[src/hw/rtl/assert_macros.svh]
// Assertion macros for the allocator RTL.
`ifndef ASSERT_MACROS_SVH
`define ASSERT_MACROS_SVH

// Check a property on every rising aclk edge outside reset.
`define ASSERT_CLK(label, prop, msg) \
    label: assert property (@(posedge aclk) disable iff (!aresetn) (prop)) \
        else $error(msg);

// Check that a condition holds on every rising aclk edge outside reset.
`define ASSERT_ALWAYS(label, expr, msg) \
    label: assert property (@(posedge aclk) disable iff (!aresetn) (expr)) \
        else $error(msg);

`endif

[src/hw/rtl/hppa_ram.sv]
// Generic simple dual-port RAM with registered read.
module hppa_ram #(
    parameter int WIDTH = 8,
    parameter int DEPTH = 16
) (
    input  logic                     aclk,
    input  logic                     we,
    input  logic [$clog2(DEPTH)-1:0] waddr,
    input  logic [WIDTH-1:0]         wdata,
    input  logic [$clog2(DEPTH)-1:0] raddr,
    output logic [WIDTH-1:0]         rdata
);

    logic [WIDTH-1:0] mem [DEPTH];
    logic [WIDTH-1:0] rdata_reg;

    always_ff @(posedge aclk) begin
        if (we) begin
            mem[waddr] <= wdata;
        end
        rdata_reg <= mem[raddr];
    end

    assign rdata = rdata_reg;

endmodule

[config.mk]
export PLATFORM = sky130hd
export DESIGN_NAME = hppa_ram
export DESIGN_NICKNAME = d
export VERILOG_FILES = /design/src/hw/rtl/assert_macros.svh /design/src/hw/rtl/hppa_ram.sv
export SDC_FILE = /design/constraint.sdc
export NUM_CORES = 1
export LEC_CHECK = 0
export ABC_AREA = 1
export BUFFER_PORTS_ARGS = -buffer_cell sky130_fd_sc_hd__buf_4
export CAP_MARGIN = 20
export CORE_UTILIZATION = 65
export DETAILED_ROUTE_END_ITERATION = 8
export GPL_ROUTABILITY_DRIVEN = 0
export HOLD_SLACK_MARGIN = 0.02
export PLACE_DENSITY_LB_ADDON = 0.3
export SYNTH_ARGS = -nofsm -noshare
export SYNTH_HDL_FRONTEND = slang
export SYNTH_SLANG_ARGS = --single-unit
export TNS_END_PERCENT = 1
[constraint.sdc]
create_clock -name aclk -period 2.8 [get_ports aclk]
set_input_delay 0.42 -clock aclk [delete_from_list [all_inputs] [get_ports aclk]]
set_output_delay 0.42 -clock aclk [all_outputs]
set_load 0.05 [all_outputs]
==> results, run 1 <==
- The number of antenna violations at the first check in global routing is 0.
- The share of the synthesized area in the top cell type is 0.667.
- For the final database, setup skew stands at 0.00838 ns.
- Measured against its own limit, the worst slew margin works out to 0.356.
- The cell at the root of the clock tree is clkbuf_8.
- The fraction of layout cells with a size suffix above 1 is 0.104.
- The number of antenna diodes in the final layout is 0.
- After detailed routing, the number of remaining DRC violations is 0.
- The final max-slew violation count is 0.
- Counting both buffers and inverters, the worst setup path holds a total of 1.
- The total area inside the core boundary comes to 0.00838 mm².
- The first-pass GRT wire length is 20400 µm.
- The fraction of the yosys area taken by sequential cells is 0.694.
- The cell count after synthesis is 551.
- The placement row count is 33.
- The cell with the biggest individual delay on the critical path is dfxtp_1.
- The total setup violations reported at the end of the flow is 0.
- Based on the critical path, the design can be clocked at up to 648 MHz.
- The average detailed-routed wire length per instance is 19.0 µm.
- The most common cell after layout, fill and taps aside is nand2_1.
- The post-synthesis sequential element count is 136.
- On the worst path, the slowest cell contributes a delay of 0.38 ns.
- The number of flip-flops under the largest register name is 128.
- The run finished with clean final reports.
- The full die area is 0.00925 mm².
- The die is 96.2 µm wide.
- The number of vias in the routed layout is 4023.
- Setup repair after global routing left no endpoint under its margin.
- In this run the vertical extent of the chip is 96.2 µm.
- The critical path capture point type is an output port.
- TritonCTS built the clock tree.
- Summed over all failing endpoints, the final setup total negative slack is 0 ns.
- The number of buffers inserted by port buffering is 25.
- Data on the critical path is required at its endpoint by 2.38 ns.
- The effective utilization at floorplan is 0.688.
- In this run, placement finished with an instance count of 661.
- The ratio of final minimum period to clock period is 0.551.
- For the pin with the worst max-slew slack, the measured transition is 0.962 ns.
- The largest driver fanout on the critical path is 1.
- The number of setup buffers added after CTS is 0.
- The number of levels in the clock H-tree is 4.
- The time the final worst path needs with I/O delays and setup is 1.54 ns.
- The net count after synthesis is 569.
- The via count normalized by instance count is 5.81.
- The data arrival time of the worst path is 1.12 ns.
- Entering global routing, the biggest net connects 65 pins.
- The critical path goes through buf_4.
- The critical path is of the reg -> out type.
- The type of the most critical hold path is in -> reg.
- The violation count after the first detailed-route iteration is 380.
- The detail route stage leaves a number of antenna-violating nets equal to 0.
- The final wirelength is 13100 µm.
- For the worst-skew pair, the clock arrives at the later sink with an insertion delay of 0.52 ns.
- The largest area contributor in the synthesized netlist is edfxtp_1.
- For this run, the number of standard cells in the final layout without fillers is 693.
- The total clock buffers created by CTS is 17.
- The number of global-route vias before repair was 3990.
- The tool flagged a number of max-cap violations equal to 0.
- The buffer levels on the longest clock path is 2.
- The top cell types in the final layout, fill and taps aside, are 173 x nand2_1, 128 x edfxtp_1, 100 x inv_1.
- After global routing the overflow that remains totals 0.
- Across every metal layer, demand over resource in global routing totals 0.318.
- Ranked by total cell area, the synthesized netlist is headed by edfxtp_1 67%, nand2_1 11%, nand3_1 8.4%, inv_1 6.5%, dfxtp_1 2.8%.
- The nature of the critical path startpoint is a flip-flop.
- The final-report hold violation count is 0.
- The power density over the cells is 751 mW/mm².
- The highest ir drop seen on vdd is 687 µV.
- After the last flow step, the layout net total stands at 593.
- Yosys printed 0 warnings.
- The mean instance size in the synthesized netlist is 10.5 µm².
- Summed over all cells, the static leakage comes to 2.85 nW.
- Before antenna repair, the detailed router went through 5 iterations.
- The hold buffer count at cts is 0.
- The number of gates resized after CTS was 0.
- The post-synthesis to final-layout area growth is 13.9%.
- The end-of-flow core utilization is 0.784.
- The HPWL after detailed placement is 7480 µm.
- The synthesized netlist occupies a cell area of 0.00577 mm².
- The number of ports placed on the die boundary is 26.
- Synthesis instantiated 12 different standard cells from the library.
- The gate family responsible for the most delay along the worst path is flip-flops.
- The total clock sinks is 136.
- After clock tree synthesis, the clock-pin slew on the worst setup and hold paths is 0.06 ns.
## report_power, final
part / internal, mW / switching [mW] / total (mW)
logic: 0.0880 / 0.238 / 0.326
registers: 2.28 / 0.0157 / 2.29
clock network: 1.50 / 0.819 / 2.32
## final timing paths
path / startpoint / to / slack [ns] / cells past startpoint
worst max register to register: mem[5][4] / rdata[4] / 1.72 / 6
worst min register to register: mem[11][6] / rdata[6] / 0.68 / 6
worst max-delay path: rdata[0] / rdata[0] / 1.26 / 1
worst min-delay path: wdata[1] / mem[15][1] / 0.20 / 1
## area by class of cell
cell class / count / area (µm²)
Sequential cell: 136 / 4000
Fill cell: 475 / 1810
Multi-Input combinational cell: 289 / 1210
Clock buffer: 21 / 449
Inverter: 102 / 383
Timing Repair Buffer: 29 / 218
Clock inverter: 11 / 171
Tap cell: 105 / 131
## metal layers
layer	track usage	share of wire	up-vias
met1	0.400	0.38	1869
met4	0.154	0.036	0
met2	0.517	0.49	286
met3	0.0829	0.098	44
li1	-	-	1824
met5	0	0	-
## cells in the mapped netlist
library cell	number
buf_1	1
buf_2	13
buf_4	4
buf_6	6
dfxtp_1	8
edfxtp_1	128
inv_1	100
inv_2	2
nand2_1	173
nand3_1	97
nand3b_1	2
nor2_1	17
## cells by family (layout without fill, tap and decap cells)
logic type	after synthesis	in the layout	synth area share
simple gates	289	289	0.210
flops	136	136	0.694
buf+inv	126	163	0.0952
## through the flow
stage	total power, mW	setup slack (ns)	area, µm²	hold WS [ns]
finish	4.93	1.26	6570	0.203
global route	5.05	1.24	6570	0.200
CTS	4.94	1.24	6570	0.192
detailed placement	2.65	0.885	5950	0.652
global placement	2.64	0.928	5950	0.637
floorplan	2.54	1.43	5770	0.519
(Power assumes the default switching activity.)
==> run 2, diff against run 1 <==
- CORE_UTILIZATION: 65 -> 55
- clock period: 2.8 -> 1.4 ns (I/O delays scaled with it)
==> run 2 against run 1 <==
Setup slack got worse by 1.2 ns. Register-to-register slack got worse by 1.4 ns. Combinational power increased by 110%. Clock skew decreased by 0.0014 ns. Clock-buffer cell count unchanged.
==> results, run 2 (synthesis gave the netlist of run 1 again) <==
- The aggregate negative setup slack came to 0 ns (unchanged).
- The buffer levels on the longest clock path is 2 (unchanged).
- The clock slew seen by the registers of the worst setup and hold paths is 0.06 ns (about the same).
- Setup repair after global routing missed its margin: false (unchanged).
- The number of ports placed on the die boundary is 26 (unchanged).
- The post-route antenna net violation count is 0 (unchanged).
- The total setup violations reported at the end of the flow is 0 (unchanged).
- The data arrival time of the worst path is 1.11 ns (was 1.12 ns).
- The number of vias in the routed layout is 3898 (was 4023).
- The achievable clock frequency is 759 MHz.
- The nature of the critical path startpoint is a flip-flop (unchanged).
- The total clock sinks is 136 (unchanged).
- The total power of the final layout is 9.49 mW (was 4.93 mW).
- The gate family responsible for the most delay along the worst path is flip-flops (unchanged).
- The final wirelength is 12600 µm (was 13100 µm).
- Status: complete, no violations (unchanged).
- The relative contribution of sequential cells to total power is 0.483 (was 0.465).
- The total of cells resized after clock tree synthesis is 0 (unchanged).
- The average detailed-routed wire length per instance was 16.9 µm (was 19.0 µm).
- The first-pass GRT wire length is 20600 µm (was 20400 µm).
- The number of buffers inserted by port buffering is 25 (unchanged).
- The cell with the biggest individual delay on the critical path is dfxtp_1 (unchanged).
- The critical path capture point type is an output port (unchanged).
- The part of the power in the clock network is 0.444 (was 0.470).
- The floorplan die height was 104 µm (was 96.2 µm).
- The final max-slew violation count was 0 (unchanged).
- The post-synthesis to final-layout area growth came to 17.1% (was 13.9%).
- The fraction of layout cells with a size suffix above 1 is 0.128 (was 0.104).
- The type of the most critical hold path is in -> reg (unchanged).
- The cell at the root of the clock tree is clkbuf_8 (unchanged).
- The violation count after the first detailed-route iteration is 313 (was 380).
- The worst path in the final design needs a cycle of 1.32 ns, including I/O delays and setup.
- The delay contributed by the slowest stage of the critical path came to 0.38 ns (about the same).
- The finished layout cell area is 0.00675 mm² (was 0.00657 mm²).
- The transition time at the pin with the least slew margin is 0.290 ns (was 0.962 ns).
- The buffer and inverter count on the worst path is 1 (unchanged).
- The final-report hold violation count is 0 (unchanged).
- The number of violations of the max-capacitance limit is 0 (unchanged).
- The internal power of the cells is 7.44 mW (was 3.86 mW).
- The startpoint of the tightest hold check path is wdata[4] (was wdata[1]).
- The critical setup path kind is reg -> out (unchanged).
- The end-of-flow core utilization is 0.660 (was 0.784).
- The placed wire-length estimate came to 7710 µm (was 7480 µm).
- The setup slack after placement was 0.117 ns (was 0.885 ns).
- The total clock buffers created by CTS is 17 (unchanged).
- The normalized max-slew margin is 0.806 (was 0.356).
- The startpoint of the most critical setup path is rdata[6] (was rdata[0]).
- Critical path, cell by cell: buf_4 (unchanged).
- The detailed-router iteration count before antenna repair is 7 (was 5).
- The portion of total power attributed to combinational logic is 0.073 (was 0.066).
- The endpoint required time on the critical path came to 1.19 ns (was 2.38 ns).
- The largest driver fanout on the critical path was 1 (unchanged).
- The static leakage came to 2.96 nW (was 2.85 nW).
- The number of antenna violations at the first check in global routing is 0 (unchanged).
- The die extent in x is 104 µm (was 96.2 µm).
- The number of global-route vias before repair came to 3923 (was 3990).
- The TritonCTS clock tree is done (unchanged).
- The final setup skew came to 0.00703 ns (was 0.00838 ns).
- The combined global-route utilization of all metal layers was 0.258 (was 0.318).
- The via count normalized by instance count is 5.23 (was 5.81).
- Commonest non-fill, non-tap cells in the layout: 173 x nand2_1, 128 x edfxtp_1, 100 x inv_1 (unchanged).
- The placement row count is 37 (was 33).
- The most common cell after layout, fill and taps aside was nand2_1 (unchanged).
- The full die area is 0.0109 mm² (was 0.00925 mm²).
- The final setup slack of the worst path is 0.0827 ns (was 1.26 ns).
- The start of the worst register-to-register path is mem[8][0] (was mem[5][4]).
- The effective utilization at floorplan is 0.564 (was 0.688).
- The total core area was 0.0102 mm² (was 0.00838 mm²).
- The post-place instance area is 0.00618 mm² (was 0.00595 mm²).
- In the finished design, the share of the clock period the worst path needs comes to 0.941.
- The fraction of power spent switching nets came to 0.216 (was 0.217).
- The switching power of the nets is 2.04 mW (was 1.07 mW).
- The power density over the cells is 1400 mW/mm² (was 751 mW/mm²).
- The clock latency on the worst-skew pair was 0.51 ns (was 0.52 ns).
- The antenna diode count is 0 (unchanged).
- The net count of the finished layout is 615 (was 593).
- The number of design rule violations left after detail routing was 0 (unchanged).
- The maximum number of pins on one net before global-route repair is 65 (unchanged).
- The remaining global-route overflow is 0 (unchanged).
- The number of levels in the clock H-tree is 4 (unchanged).
- The number of flip-flops under the largest register name is 128 (unchanged).
- The highest ir drop seen on vdd came to 929 µV (was 687 µV).
==> run 2: stage by stage <==
stage / std cells / hold WS (ns)
2_1_floorplan: 551 / 0.309
3_3_place_gp: 713 / 0.532
3_5_place_dp: 713 / 0.540
4_1_cts: 746 / 0.0305
5_1_grt: 746 / 0.0344
6_report: 746 / 0.0306
==> run 2: area by class of cell <==
cell class / instances / area (µm²)
clock buffers: 21 / 429
clock inverters: 11 / 130
fillers: 773 / 3480
inverters: 102 / 383
multi-input cells: 289 / 1210
flip-flops and latches: 136 / 4000
well taps: 136 / 170
repair buffers: 51 / 423
==> run 2: timing repair <==
item	CTS	global route
endpoints found under the setup margin	0	0
hold buffers	1	0
endpoints found under the hold margin	1	0
setup buffers	0	0
==> run 2: path summary, 6_finish.rpt <==
kind / to / cells after the start / slack, ns
hold / removal: mem[3][4] / 1 / 0.03
setup / recovery: rdata[6] / 1 / 0.08
hold reg to reg: rdata[7] / 6 / 0.67
setup reg to reg: rdata[0] / 6 / 0.35
==> run 2: routing by layer <==
layer,GRT usage,vias to the layer above,part of all wire
li1,-,1864,-
met1,0.332,1841,0.41
met2,0.406,171,0.49
met3,0.0695,22,0.079
met4,0.126,0,0.028
met5,0,-,0
==> run 2: power by group through the flow <==
stage | logic, mW | clock network, mW | registers, mW
after floorplan | 0.321 | 0 | 4.75
after global placement | 0.667 | 0 | 4.66
after detailed placement | 0.681 | 0 | 4.67
after CTS | 0.689 | 4.26 | 4.58
after global routing | 0.756 | 4.43 | 4.59
final | 0.689 | 4.22 | 4.58
